===== config.mk =====
export PLATFORM = sky130hd
export DESIGN_NAME = crc_framed_command_parser_flat
export DESIGN_NICKNAME = d
export VERILOG_FILES = /design/src/hdl/crcfp_pkg.sv /design/src/hdl/crcfp_if.sv /design/src/hdl/crcfp_front.sv /design/src/hdl/crcfp_fifo.sv /design/src/hdl/crcfp_back.sv /design/src/hdl/crc_framed_command_parser.sv /design/src/flat_wrapper.sv
export SDC_FILE = /design/constraint.sdc
export NUM_CORES = 1
export LEC_CHECK = 0
export BUFFER_PORTS_ARGS = -buffer_cell sky130_fd_sc_hd__clkbuf_2
export CELL_PAD_IN_SITES_DETAIL_PLACEMENT = 0
export CELL_PAD_IN_SITES_GLOBAL_PLACEMENT = 1
export CORE_ASPECT_RATIO = 0.75
export CORE_MARGIN = 2
export CORE_UTILIZATION = 52
export DETAILED_ROUTE_END_ITERATION = 12
export GPL_TIMING_DRIVEN = 0
export PLACE_DENSITY = 0.78
export SLEW_MARGIN = 20
export SYNTH_ARGS = -nofsm -noshare
export SYNTH_HDL_FRONTEND = slang
export SYNTH_HIERARCHICAL = 1
export SYNTH_SLANG_ARGS = --single-unit

===== constraint.sdc =====
create_clock -name clk_i -period 9 [get_ports clk_i]
set_input_delay 0.45 -clock clk_i [delete_from_list [all_inputs] [get_ports clk_i]]
set_output_delay 0.45 -clock clk_i [all_outputs]
set_load 0.03 [all_outputs]

===== src/hdl/crcfp_pkg.sv =====
// Shared types, constants and the CRC-16/MODBUS byte update of the frame parser.
package crcfp_pkg;

  // Payload store depth; frame lengths above it restart the hunt.
  localparam int unsigned MAX_PAYLOAD = 16;
  localparam int unsigned IDX_W       = $clog2(MAX_PAYLOAD);
  localparam int unsigned CNT_W       = $clog2(MAX_PAYLOAD + 1);

  // Depth of the queue between parser and output stage.
  localparam int unsigned QUEUE_DEPTH = 2;
  localparam int unsigned QPTR_W      = (QUEUE_DEPTH > 1) ? $clog2(QUEUE_DEPTH) : 1;
  localparam int unsigned QCNT_W      = $clog2(QUEUE_DEPTH + 1);

  // Frame bytes.
  localparam logic [7:0] SYNC_A        = 8'hC5;
  localparam logic [7:0] SYNC_B        = 8'h5C;
  localparam logic [7:0] FRAME_VERSION = 8'h01;
  localparam logic [7:0] CMD_SET_GAINS = 8'h01;
  localparam logic [7:0] CMD_STREAM    = 8'h02;
  localparam logic [7:0] LEN_SET_GAINS = 8'd13;
  localparam logic [7:0] LEN_STREAM    = 8'd1;

  localparam logic [15:0] CRC_INIT = 16'hFFFF;
  localparam logic [15:0] CRC_POLY = 16'hA001;

  localparam logic [7:0] MAX_TARGET_RST = 8'd3;

  // Result kind codes.
  localparam logic KIND_STREAM = 1'b0;
  localparam logic KIND_GAINS  = 1'b1;

  typedef enum logic [2:0] {
    ST_SYNC_A,
    ST_SYNC_B,
    ST_VERSION,
    ST_COMMAND,
    ST_LENGTH,
    ST_PAYLOAD,
    ST_CRC_LO,
    ST_CRC_HI
  } parse_state_e;

  // One decoded frame.
  typedef struct packed {
    logic        kind;
    logic        enabled;
    logic [7:0]  target;
    logic [31:0] kp;
    logic [31:0] ki;
    logic [31:0] kd;
  } frame_t;

  // Parser to queue.
  typedef struct packed {
    logic   valid;
    frame_t frame;
  } q_push_t;

  // Queue head toward the output stage.
  typedef struct packed {
    logic   valid;
    frame_t frame;
  } q_head_t;

  // Reflected CRC-16 update with one byte, bit by bit.
  function automatic logic [15:0] crc_feed(input logic [15:0] crc, input logic [7:0] b);
    logic [15:0] c;
    c = crc ^ {8'h00, b};
    for (int i = 0; i < 8; i++) begin
      if (c[0]) begin
        c = (c >> 1) ^ CRC_POLY;
      end else begin
        c = c >> 1;
      end
    end
    return c;
  endfunction

endpackage


===== src/hdl/crcfp_if.sv =====
// Channel interfaces: received bytes, configuration writes and decoded results.
interface crcfp_byte_if;
  logic       valid;
  logic       ready;
  logic [7:0] rx_byte;

  modport source (output valid, output rx_byte, input ready);
  modport sink (input valid, input rx_byte, output ready);
endinterface

interface crcfp_cfg_if;
  logic       valid;
  logic       ready;
  logic [7:0] max_target;

  modport source (output valid, output max_target, input ready);
  modport sink (input valid, input max_target, output ready);
endinterface

interface crcfp_res_if;
  logic        valid;
  logic        ready;
  logic        command_kind;
  logic        stream_enabled;
  logic [7:0]  gain_target;
  logic [31:0] kp_bits;
  logic [31:0] ki_bits;
  logic [31:0] kd_bits;

  modport source (output valid, output command_kind, output stream_enabled,
                  output gain_target, output kp_bits, output ki_bits, output kd_bits,
                  input ready);
  modport sink (input valid, input command_kind, input stream_enabled,
                input gain_target, input kp_bits, input ki_bits, input kd_bits,
                output ready);
endinterface


===== src/hdl/crcfp_front.sv =====
// Frame hunter: sync search, CRC tracking, payload capture and command classification.
module crcfp_front (
  input  logic              clk_i,
  input  logic              rst_ni,
  crcfp_byte_if.sink        rx_i,
  input  logic              room_i,
  output crcfp_pkg::q_push_t push_o
);
  import crcfp_pkg::*;

  parse_state_e     state_q, state_d;
  logic [15:0]      crc_q, crc_d;
  logic [7:0]       cmd_q, len_q, crc_lo_q;
  logic [CNT_W-1:0] cnt_q, cnt_d;
  logic [7:0]       store_q [MAX_PAYLOAD];

  logic        fire;
  logic [7:0]  b;
  logic [CNT_W-1:0] cnt_inc;
  logic        crc_good;
  logic        is_stream;
  logic        is_gains;

  assign rx_i.ready = room_i;
  assign fire       = rx_i.valid && room_i;
  assign b          = rx_i.rx_byte;
  assign cnt_inc    = cnt_q + CNT_W'(1);

  // Next state of the hunt.
  always_comb begin
    state_d = state_q;
    if (fire) begin
      unique case (state_q)
        ST_SYNC_A: begin
          if (b == SYNC_A) state_d = ST_SYNC_B;
        end
        ST_SYNC_B: begin
          if (b == SYNC_B) begin
            state_d = ST_VERSION;
          end else if (b != SYNC_A) begin
            state_d = ST_SYNC_A;
          end
        end
        ST_VERSION: begin
          state_d = (b == FRAME_VERSION) ? ST_COMMAND : ST_SYNC_A;
        end
        ST_COMMAND: begin
          state_d = ST_LENGTH;
        end
        ST_LENGTH: begin
          if (b > 8'(MAX_PAYLOAD)) begin
            state_d = ST_SYNC_A;
          end else if (b == 8'd0) begin
            state_d = ST_CRC_LO;
          end else begin
            state_d = ST_PAYLOAD;
          end
        end
        ST_PAYLOAD: begin
          if (8'(cnt_inc) >= len_q) state_d = ST_CRC_LO;
        end
        ST_CRC_LO: begin
          state_d = ST_CRC_HI;
        end
        ST_CRC_HI: begin
          state_d = ST_SYNC_A;
        end
      endcase
    end
  end

  // Running CRC and payload count.
  always_comb begin
    crc_d = crc_q;
    cnt_d = cnt_q;
    if (fire) begin
      unique case (state_q)
        ST_VERSION: crc_d = crc_feed(CRC_INIT, b);
        ST_COMMAND: crc_d = crc_feed(crc_q, b);
        ST_LENGTH: begin
          crc_d = crc_feed(crc_q, b);
          cnt_d = '0;
        end
        ST_PAYLOAD: begin
          crc_d = crc_feed(crc_q, b);
          cnt_d = cnt_inc;
        end
        ST_SYNC_A, ST_SYNC_B, ST_CRC_LO, ST_CRC_HI: begin
          crc_d = crc_q;
        end
      endcase
    end
  end

  // Classify the frame on its last byte.
  assign crc_good  = ({b, crc_lo_q} == crc_q);
  assign is_stream = (cmd_q == CMD_STREAM) && (len_q == LEN_STREAM);
  assign is_gains  = (cmd_q == CMD_SET_GAINS) && (len_q == LEN_SET_GAINS);

  always_comb begin
    push_o.valid         = fire && (state_q == ST_CRC_HI) && crc_good &&
                           (is_stream || is_gains);
    push_o.frame.kind    = is_gains ? KIND_GAINS : KIND_STREAM;
    push_o.frame.enabled = is_stream && (store_q[0] != 8'd0);
    push_o.frame.target  = is_gains ? store_q[0] : 8'd0;
    push_o.frame.kp      = is_gains ? {store_q[4], store_q[3], store_q[2], store_q[1]} : '0;
    push_o.frame.ki      = is_gains ? {store_q[8], store_q[7], store_q[6], store_q[5]} : '0;
    push_o.frame.kd      = is_gains ? {store_q[12], store_q[11], store_q[10], store_q[9]} : '0;
  end

  // Control registers.
  always_ff @(posedge clk_i or negedge rst_ni) begin
    if (!rst_ni) begin
      state_q <= ST_SYNC_A;
      crc_q   <= CRC_INIT;
      cnt_q   <= '0;
    end else begin
      state_q <= state_d;
      crc_q   <= crc_d;
      cnt_q   <= cnt_d;
    end
  end

  // Capture header, CRC low byte and payload bytes.
  always_ff @(posedge clk_i) begin
    if (fire) begin
      if (state_q == ST_COMMAND) cmd_q <= b;
      if (state_q == ST_LENGTH) len_q <= b;
      if (state_q == ST_CRC_LO) crc_lo_q <= b;
      if (state_q == ST_PAYLOAD) store_q[cnt_q[IDX_W-1:0]] <= b;
    end
  end

`ifndef SYNTHESIS
  a_payload_bounds: assert property (@(posedge clk_i) disable iff (!rst_ni)
    (state_q == ST_PAYLOAD) |-> (len_q != 8'd0 && len_q <= 8'(MAX_PAYLOAD) && 8'(cnt_q) < len_q))
    else $error("payload count out of frame bounds");
`endif

endmodule


===== src/hdl/crcfp_fifo.sv =====
// Short queue of decoded frames between the parser and the output stage.
module crcfp_fifo (
  input  logic               clk_i,
  input  logic               rst_ni,
  input  crcfp_pkg::q_push_t push_i,
  input  logic               pop_i,
  output crcfp_pkg::q_head_t head_o,
  output logic               room_o
);
  import crcfp_pkg::*;

  frame_t            mem_q [QUEUE_DEPTH];
  logic [QPTR_W-1:0] wr_q, wr_d, rd_q, rd_d;
  logic [QCNT_W-1:0] cnt_q, cnt_d;
  logic              do_push, do_pop;

  function automatic logic [QPTR_W-1:0] ptr_next(input logic [QPTR_W-1:0] p);
    return (p == QPTR_W'(QUEUE_DEPTH - 1)) ? '0 : p + QPTR_W'(1);
  endfunction

  assign room_o       = (cnt_q != QCNT_W'(QUEUE_DEPTH));
  assign do_push      = push_i.valid && room_o;
  assign do_pop       = pop_i && (cnt_q != '0);
  assign head_o.valid = (cnt_q != '0);
  assign head_o.frame = mem_q[rd_q];

  // Advance pointers and fill count.
  always_comb begin
    wr_d  = do_push ? ptr_next(wr_q) : wr_q;
    rd_d  = do_pop ? ptr_next(rd_q) : rd_q;
    cnt_d = cnt_q + QCNT_W'(do_push) - QCNT_W'(do_pop);
  end

  always_ff @(posedge clk_i or negedge rst_ni) begin
    if (!rst_ni) begin
      wr_q  <= '0;
      rd_q  <= '0;
      cnt_q <= '0;
    end else begin
      wr_q  <= wr_d;
      rd_q  <= rd_d;
      cnt_q <= cnt_d;
    end
  end

  // Store the pushed frame.
  always_ff @(posedge clk_i) begin
    if (do_push) mem_q[wr_q] <= push_i.frame;
  end

`ifndef SYNTHESIS
  a_no_push_full: assert property (@(posedge clk_i) disable iff (!rst_ni)
    push_i.valid |-> room_o)
    else $error("frame pushed into a full queue");
  a_count_bound: assert property (@(posedge clk_i) disable iff (!rst_ni)
    cnt_q <= QCNT_W'(QUEUE_DEPTH))
    else $error("queue fill count above depth");
`endif

endmodule


===== src/hdl/crcfp_back.sv =====
// Output stage: target limit check, config register and the result register.
module crcfp_back (
  input  logic               clk_i,
  input  logic               rst_ni,
  crcfp_cfg_if.sink          cfg_i,
  input  crcfp_pkg::q_head_t head_i,
  output logic               pop_o,
  crcfp_res_if.source        res_o
);
  import crcfp_pkg::*;

  logic [7:0] max_target_q;
  logic       out_valid_q, out_valid_d;
  frame_t     out_q;
  logic       slot_free;
  logic       keep;

  assign cfg_i.ready = 1'b1;

  // Drop set-gains frames whose target is above the limit.
  assign slot_free   = !out_valid_q || res_o.ready;
  assign pop_o       = head_i.valid && slot_free;
  assign keep        = (head_i.frame.kind == KIND_STREAM) ||
                       (head_i.frame.target <= max_target_q);

  always_comb begin
    out_valid_d = out_valid_q;
    if (slot_free) out_valid_d = pop_o && keep;
  end

  always_ff @(posedge clk_i or negedge rst_ni) begin
    if (!rst_ni) begin
      max_target_q <= MAX_TARGET_RST;
      out_valid_q  <= 1'b0;
    end else begin
      if (cfg_i.valid) max_target_q <= cfg_i.max_target;
      out_valid_q <= out_valid_d;
    end
  end

  // Load the result beat.
  always_ff @(posedge clk_i) begin
    if (pop_o) out_q <= head_i.frame;
  end

  assign res_o.valid          = out_valid_q;
  assign res_o.command_kind   = out_q.kind;
  assign res_o.stream_enabled = out_q.enabled;
  assign res_o.gain_target    = out_q.target;
  assign res_o.kp_bits        = out_q.kp;
  assign res_o.ki_bits        = out_q.ki;
  assign res_o.kd_bits        = out_q.kd;

`ifndef SYNTHESIS
  a_target_limit: assert property (@(posedge clk_i) disable iff (!rst_ni)
    (res_o.valid && res_o.command_kind == KIND_GAINS) |-> (res_o.gain_target <= max_target_q))
    else $error("set-gains result above target limit");
`endif

endmodule


===== src/hdl/crc_framed_command_parser.sv =====
// Top level of the CRC-framed serial command parser.
//
//   channel  dir  payload                                       beat taken when
//   rx_i     in   rx_byte[7:0]                                  valid && ready
//   cfg_i    in   max_target[7:0]                               valid && ready
//   res_o    out  command_kind, stream_enabled, gain_target,    valid && ready
//                 kp_bits, ki_bits, kd_bits
//
// One received byte per cycle while the queue has room; byte-wise CRC update and parser
// step happen in the same cycle. Results pass the queue, then the result register.
// rx_i.ready drops only while the two-entry frame queue is full.
// cfg_i is always ready. Reset returns the parser to the sync hunt, limit to 3.
module crc_framed_command_parser (
  input  logic        clk_i,
  input  logic        rst_ni,
  crcfp_byte_if.sink  rx_i,
  crcfp_cfg_if.sink   cfg_i,
  crcfp_res_if.source res_o
);
  import crcfp_pkg::*;

  q_push_t push;
  q_head_t head;
  logic    room;
  logic    pop;

  crcfp_front u_front (
    .clk_i  (clk_i),
    .rst_ni (rst_ni),
    .rx_i   (rx_i),
    .room_i (room),
    .push_o (push)
  );

  crcfp_fifo u_fifo (
    .clk_i  (clk_i),
    .rst_ni (rst_ni),
    .push_i (push),
    .pop_i  (pop),
    .head_o (head),
    .room_o (room)
  );

  crcfp_back u_back (
    .clk_i  (clk_i),
    .rst_ni (rst_ni),
    .cfg_i  (cfg_i),
    .head_i (head),
    .pop_o  (pop),
    .res_o  (res_o)
  );

endmodule


===== src/flat_wrapper.sv =====
// flat-port wrapper written by rule: the top's interface ports become plain ports
module crc_framed_command_parser_flat import crcfp_pkg::*;
  (clk_i, rst_ni, rx_i_valid, rx_i_rx_byte, rx_i_ready, cfg_i_valid, cfg_i_max_target, cfg_i_ready, res_o_valid, res_o_command_kind, res_o_stream_enabled, res_o_gain_target, res_o_kp_bits, res_o_ki_bits, res_o_kd_bits, res_o_ready);
  crcfp_byte_if rx_i_i ();
  crcfp_cfg_if cfg_i_i ();
  crcfp_res_if res_o_i ();
  input  logic clk_i;
  input  logic rst_ni;
  input wire logic [$bits(rx_i_i.valid)-1:0] rx_i_valid;
  input wire logic [$bits(rx_i_i.rx_byte)-1:0] rx_i_rx_byte;
  output wire logic [$bits(rx_i_i.ready)-1:0] rx_i_ready;
  input wire logic [$bits(cfg_i_i.valid)-1:0] cfg_i_valid;
  input wire logic [$bits(cfg_i_i.max_target)-1:0] cfg_i_max_target;
  output wire logic [$bits(cfg_i_i.ready)-1:0] cfg_i_ready;
  output wire logic [$bits(res_o_i.valid)-1:0] res_o_valid;
  output wire logic [$bits(res_o_i.command_kind)-1:0] res_o_command_kind;
  output wire logic [$bits(res_o_i.stream_enabled)-1:0] res_o_stream_enabled;
  output wire logic [$bits(res_o_i.gain_target)-1:0] res_o_gain_target;
  output wire logic [$bits(res_o_i.kp_bits)-1:0] res_o_kp_bits;
  output wire logic [$bits(res_o_i.ki_bits)-1:0] res_o_ki_bits;
  output wire logic [$bits(res_o_i.kd_bits)-1:0] res_o_kd_bits;
  input wire logic [$bits(res_o_i.ready)-1:0] res_o_ready;
  assign rx_i_i.valid = rx_i_valid;
  assign rx_i_i.rx_byte = rx_i_rx_byte;
  assign rx_i_ready = rx_i_i.ready;
  assign cfg_i_i.valid = cfg_i_valid;
  assign cfg_i_i.max_target = cfg_i_max_target;
  assign cfg_i_ready = cfg_i_i.ready;
  assign res_o_valid = res_o_i.valid;
  assign res_o_command_kind = res_o_i.command_kind;
  assign res_o_stream_enabled = res_o_i.stream_enabled;
  assign res_o_gain_target = res_o_i.gain_target;
  assign res_o_kp_bits = res_o_i.kp_bits;
  assign res_o_ki_bits = res_o_i.ki_bits;
  assign res_o_kd_bits = res_o_i.kd_bits;
  assign res_o_i.ready = res_o_ready;
  crc_framed_command_parser u_core (.clk_i(clk_i), .rst_ni(rst_ni), .rx_i(rx_i_i), .cfg_i(cfg_i_i), .res_o(res_o_i));
endmodule

# [Word level (Yosys, flattened, before mapping)]
# Memory sizes are Yosys's and may differ from the RTL's.
# Index checks and enable logic that the tools add are counted.
[totals] regBits=167 ram_bits=340 out_inout_bits=109 word_cells=216 mem_count=2
[memory_table] memory="u_core.u_fifo.mem_q" depth=2 word_bits=106 rd=1 rd_clocked_by_memory_dff=0 write_ports=1 line_no="crcfp_fifo.sv:12" text="frame_t mem_q [QUEUE_DEPTH];"
[memory_table] memory="u_core.u_front.store_q" depth=16 word_bits=8 rd=13 rd_clocked_by_memory_dff=0 write_ports=1 line_no="crcfp_front.sv:15" text="logic [7:0] store_q [MAX_PAYLOAD];"
[op_classes] add_sub_neg=5 n_lt_le_gt_ge=3 eq_ne=20 mux=108 bitwise_logic=34 reduce_logical=27
[ops] cell="$mux W16" n=86
[ops] cell="$mux W32" n=3
[ops] cell="$not A2 Y3" n=30
[ops] cell="$pmux W16 S4" n=1
[ops] cell="$eq A8 B1 Y1 const B" n=3
[ops] cell="$pmux W3 S8" n=1
[ops] cell="$eq A16 B16 Y1" n=1
[ops] cell="$not A8 Y16" n=1
[ops] cell="$xor A16 B8 Y16" n=1
[ops] cell="$mux W3" n=5
[ops] cell="$eq A3 B3 Y1 const B" n=4
[ops] cell="$logic_and A1 B1 Y1" n=11
[ops] cell="$pmux W5 S2" n=1
[ops] cell="$reduce_and A2 Y1" n=5
[ops] cell="$eq A8 B2 Y1 const B" n=1
[ops] cell="$eq A8 B4 Y1 const B" n=1
[ops] cell="$eq A8 B7 Y1 const B" n=1
[ops] cell="$eq A8 B8 Y1 const B" n=1
[ops] cell="$ge A5 B8 Y1" n=1
[ops] cell="$gt A8 B5 Y1 const B" n=1
[ops] cell="$le A8 B8 Y1" n=1
[ops] cell="$logic_not A8 Y1" n=1
[ops] cell="$mux W1" n=8
[ops] cell="$mux W8" n=1
[ops] cell="other kinds (18)" n=27

# [Depth between registers and ports, before layout]
[logic_depth] depth_word=32 depth_mapped=12 depth_no_buf=11

# [Cells and area by module]
# The synthesis kept the hierarchy.
[by_module_without_submodules] module="crcfp_fifo" instances=1 cells_each=352 area_each_um2=7982.7 seq_area_each_um2=6466.2
[by_module_without_submodules] module="crcfp_front" instances=1 cells_each=523 area_each_um2=6866.6 seq_area_each_um2=4464.3
[by_module_without_submodules] module="crcfp_back" instances=1 cells_each=165 area_each_um2=3737.3 seq_area_each_um2=3410.8

# [Least setup slack after synthesis]
# OpenSTA, ideal clock, no wires.
[synth_path] path_type="register to register" start="reg u_core.u_front.cmd_q[3]" end="mem u_core/u_fifo/mem_q[0][0] in the netlist's numbering, enable pin" setup_ns=0.572 arrival_time_ns=6.572 setup_slack_ns=1.856 stages_incl_launch_ff=10 period_less_slack_ns=7.144 cell_sequence="edfxtp_1 -> or4_1 -> nor3_1 -> nand4_1 -> nor4_4 -> buf_2 -> inv_1 -> a21oi_1 -> nand2_1 -> nor2_1"
[synth_rtl] item="start, declared" line_no="crcfp_front.sv:13" text="logic [7:0] cmd_q, len_q, crc_lo_q;"
[synth_rtl] item="start signal, assigned" line_no="crcfp_front.sv:127" text="if (state_q == ST_COMMAND) cmd_q <= b;"
[synth_rtl] item="end, declared" line_no="crcfp_fifo.sv:12"

==> summary.txt <==
Outcome
  – Outcome: finished clean

Worst setup path
  – Reg-to-Reg End: u_core/u_fifo/mem_q[0][67]
  – Worst path top cell family by delay: simple AND/OR/NAND/NOR gates
  – CP arrival: 4380 ps
  – Reg2reg start: u_core/u_front/cmd_q[3]
  – Critical Path Fanout Max: 23
  – CP endpoint kind: flip-flop
  – Startpoint Class: flip-flop
  – Req. time, crit path: 9240 ps
  – Bufs and invs on worst path: 4
  – Largest stage delay on the critical path: 640 ps
  – Worst setup path category: flip-flop to flip-flop
  – R2R Setup Slk: 4860 ps
  – Critical Path Slowest Stage Cell: nor2_4
  – CP Cell Sequence: or4_1 > nor3_1 > nand4_1 > nor4_4 > buf_2 > inv_1 > a21oi_1 > nand2_1 > nor2_4 > buf_12 > buf_16
  – Worst r2r path cells: 11

Floorplan
  – Die H: 168 µm
  – Die ar.: 0.0373 mm²
  – Row Count: 59
  – Core box area: 0.0349 mm²
  – Top-Level Pins: 130
  – DIE WIDTH: 222 µm
  – Initial Util: 53.2%

Timing
  – RSZ-0062 raised after global routing: false
  – Final setup fails: 0
  – Slew margin rel.: 35.7%
  – Final period util: 46.0%
  – Final hold viol count: 0
  – Min cycle time layout: 4140 ps
  – Final max-slew violation count: 0
  – Least-Margin Pin Slew: 957 ps
  – Final clock skew: 13.1 ps
  – Max Freq: 242 MHz

Finish
  – Final core occ: 61.6%
  – Nets: 1,279
  – Layout cells sized above 1: 28.6%
  – Fillers: 2,516
  – Most common cell after layout, fill and taps aside: edfxtp_1
  – Most frequent cells in the layout: edfxtp_1 (446), clkbuf_2 (129), and2_1 (116)
  – Post-route cell area: 0.0215 mm²
  – Final cell count without fillers: 1,717
  – Synth-to-layout area growth: 15.8%

Route
  – Via count: 8,927
  – DRC: 0
  – DR pass1 iterations: 5
  – WL/cell: 19.8 µm
  – Antenna Nets Post-Route: 0
  – DRT iter0 DRCs: 706
  – Via-to-Cell Ratio: 5.20
  – WL final: 34,000 µm

Logic synthesis
  – Synth Cell Area: 0.0186 mm²
  – Asr flop ratio synth: 7.66%
  – Number of warning messages in the yosys log: 6
  – Multiplexer share of the synthesized area: 7.32%
  – Largest family of logic cells by synthesized area: multiplexers
  – Adder-cell share of the synthesized area: 2.09%
  – Xor-xnor portion of the synthesized cell area: 2.65%
  – Number of flops mapped to enable cells by yosys: 446
  – Post-Synth Simple-Gate Area: 6.86%
  – Most used DFF post-synth: edfxtp_1
  – Yosys cell types: 49
  – Synth Instances: 1,040
  – Syn Nets: 1,092
  – Sequential fraction of the synthesis area: 77.2%
  – Synth Area per Inst: 17.9 µm²
  – Register bit total from synthesis: 483
  – Compound-Gate Fraction of Synth Area: 2.15%

Global routing
  – Initial antenna violation count: 0
  – Pin count of the biggest net entering global routing: 49
  – Number of global-route vias before repair: 8,999
  – Gr ovfl total: 0
  – GRT Overall Usage: 18.5%
  – First-pass GRT wire length: 52,200 µm

Clock tree
  – # H-tree levels: 2
  – Post-CTS sizing: 0
  – Clock buffer depth: 3
  – Clock latency on the worst-skew pair: 540 ps
  – Clock-pin transition on the worst setup and hold timing paths: 60 ps
  – Count of clock tree sinks: 483
  – CTS tree: yes
  – Root Driver: clkbuf_16
  – CTS Buf Count: 44

Power
  – Part of the power in combinational logic: 7.1%
  – Leakage: 0.00659 µW
  – Sequential share of power: 55.0%
  – Switching pwr: 995 µW
  – Power per cell area: 216 mW/mm²
  – Sw frac: 21.4%
  – Int Pwr: 3640 µW
  – Peak VDD IR: 0.000151 V
  – Clock group share of total power: 37.9%

Place
  – GP Congestion: 0.817
  – PortBufs: 128
  – Dpl cells: 1,636
  – HPWL Detailed: 21,400 µm
  – Post-DP Area: 0.0201 mm²

Hold path
  – Worst-case hold path end point: u_core/u_back/max_target_q[3]
  – Min-Delay Path Class: input pin to flip-flop
  – Hold depth: 3
  – Hold Path Origin: cfg_i_max_target[3]

Job
  – Max Cap Viol: 0
[sequential cells by signal (all words and copies together), names as in the netlist]
name                                cells
u_core/u_back/max_target_q              8
u_core/u_back/res_o.command_kind        1
u_core/u_back/res_o.gain_target         8
u_core/u_back/res_o.kd_bits            32
u_core/u_back/res_o.ki_bits            32
u_core/u_back/res_o.kp_bits            32
u_core/u_back/res_o.stream_enabled      1
u_core/u_back/res_o.valid               1
u_core/u_fifo/cnt_q                     2
u_core/u_fifo/mem_q                   212
u_core/u_fifo/rd_q                      1
u_core/u_fifo/wr_q                      1
u_core/u_front/cmd_q                    8
u_core/u_front/cnt_q                    5
u_core/u_front/crc_lo_q                 8
u_core/u_front/crc_q                   16
u_core/u_front/len_q                    8
u_core/u_front/state_q                  3
u_core/u_front/store_q                104
[cells in the mapped netlist (2+ instances only)]
library cell  count  area (µm²)
a22o_1            4        35.0
nand4_1           8        50.1
nor4_1            6        37.5
ha_1             31         388
a31oi_1           3        18.8
nand2b_1          3        18.8
nand3_1           8        40.0
buf_2             9        45.0
mux2_4           30         450
buf_6             5        56.3
xnor2_1          34         298
o21ai_0          27         135
buf_4             8        60.1
nand2_1          40         150
inv_1            27         101
a21oi_1          17        85.1
a2111oi_0         2        17.5
mux2i_1           2        20.0
a211oi_1          2        15.0
dfrtp_1          19         475
or2_2             3        18.8
nor2b_1           3        18.8
clkbuf_1         16        60.1
nor3_1            8        40.0
edfxtp_1        446       13400
nor2_1           29         109
xnor3_1           2        45.0
mux2_2           78         878
dfstp_2          18         473
a21o_1            2        15.0
and2_1          116         726
xor2_1           17         149
[repair_timing]
action | 4_1_cts | 5_1_grt
hold buffers | 0 | 1
hold endpoints to repair | 0 | 7
buffers inserted | 0 | 0
[cells by family after synthesis]
logic type | Yosys count
multiplexers | 111
AO/OA/AOI/OAI | 65
XOR/XNOR | 53
buffers and inverters | 66
adder cells (fa/ha/maj) | 31
flip-flops | 483
AND/OR/NAND/NOR | 230
other | 1
[stage by stage]
| step | worst slack [ps] | hold WS [ps] | setup TNS, ps | power (µW) |
|---|---|---|---|---|
| 3_5_place_dp | 4780 | 491 | 0 | 2920 |
| 5_1_grt | 4490 | 114 | 0 | 4810 |
| 6_report | 4860 | 126 | 0 | 4640 |
| 4_1_cts | 4770 | 55.3 | 0 | 4680 |
| 3_3_place_gp | -1360 | 475 | -145510 | 2920 |
| 2_1_floorplan | 1860 | 154 | 0 | 2830 |
[cell type report]
cell class / instances / area [µm²] / area share, %
clock inverters: 21 / 158 / 0.733
flip-flops and latches: 483 / 14300 / 66.6
clock buffers: 57 / 1200 / 5.59
diodes: 1 / 2.50 / 0.0116
repair buffers: 141 / 958 / 4.45
multi-input cells: 491 / 3960 / 18.4
plain buffers: 39 / 226 / 1.05
inverters: 27 / 101 / 0.471
well taps: 457 / 572 / 2.66
[worst max-delay path by stage]
stage                            start                          to  slack, ps  depth (start not counted)
2_1_floorplan  u_core/u_front/cmd_q[3]   u_core/u_fifo/mem_q[0][0]       1860                          9
3_3_place_gp   u_core/u_front/cmd_q[3]  u_core/u_fifo/mem_q[0][13]      -1360                          9
4_1_cts        u_core/u_front/cmd_q[3]  u_core/u_fifo/mem_q[0][67]       4770                         11
3_5_place_dp   u_core/u_front/cmd_q[3]  u_core/u_fifo/mem_q[0][67]       4780                         11
5_1_grt        u_core/u_front/cmd_q[3]  u_core/u_fifo/mem_q[0][67]       4490                         11
6_report       u_core/u_front/cmd_q[3]  u_core/u_fifo/mem_q[0][67]       4860                         11
[power groups by stage]
stage	Sequential [µW]	Combinational, µW	Clock, µW
final	2550	328	1760
after global routing	2560	363	1890
after detailed placement	2600	324	0
after floorplan	2580	254	0
after global placement	2600	319	0
after CTS	2550	326	1800
[layer usage]
layer	GRT usage (%)	up-vias	routed length, µm
li1	-	4224	-
met1	27.0	4447	16100
met2	29.0	216	15700
met3	3.56	40	1660
met4	4.61	0	512
met5	0	-	0
[worst reg2reg max path, stage by stage, from the launching register on]
cell and delay, ps:
edfxtp_1 340, or4_1 540, nor3_1 160, nand4_1 190, nor4_4 490, buf_2 320
inv_1 80, a21oi_1 370, nand2_1 200, nor2_4 640, buf_12 280, buf_16 210
No activity file was read; power rests on OpenSTA's default activity.
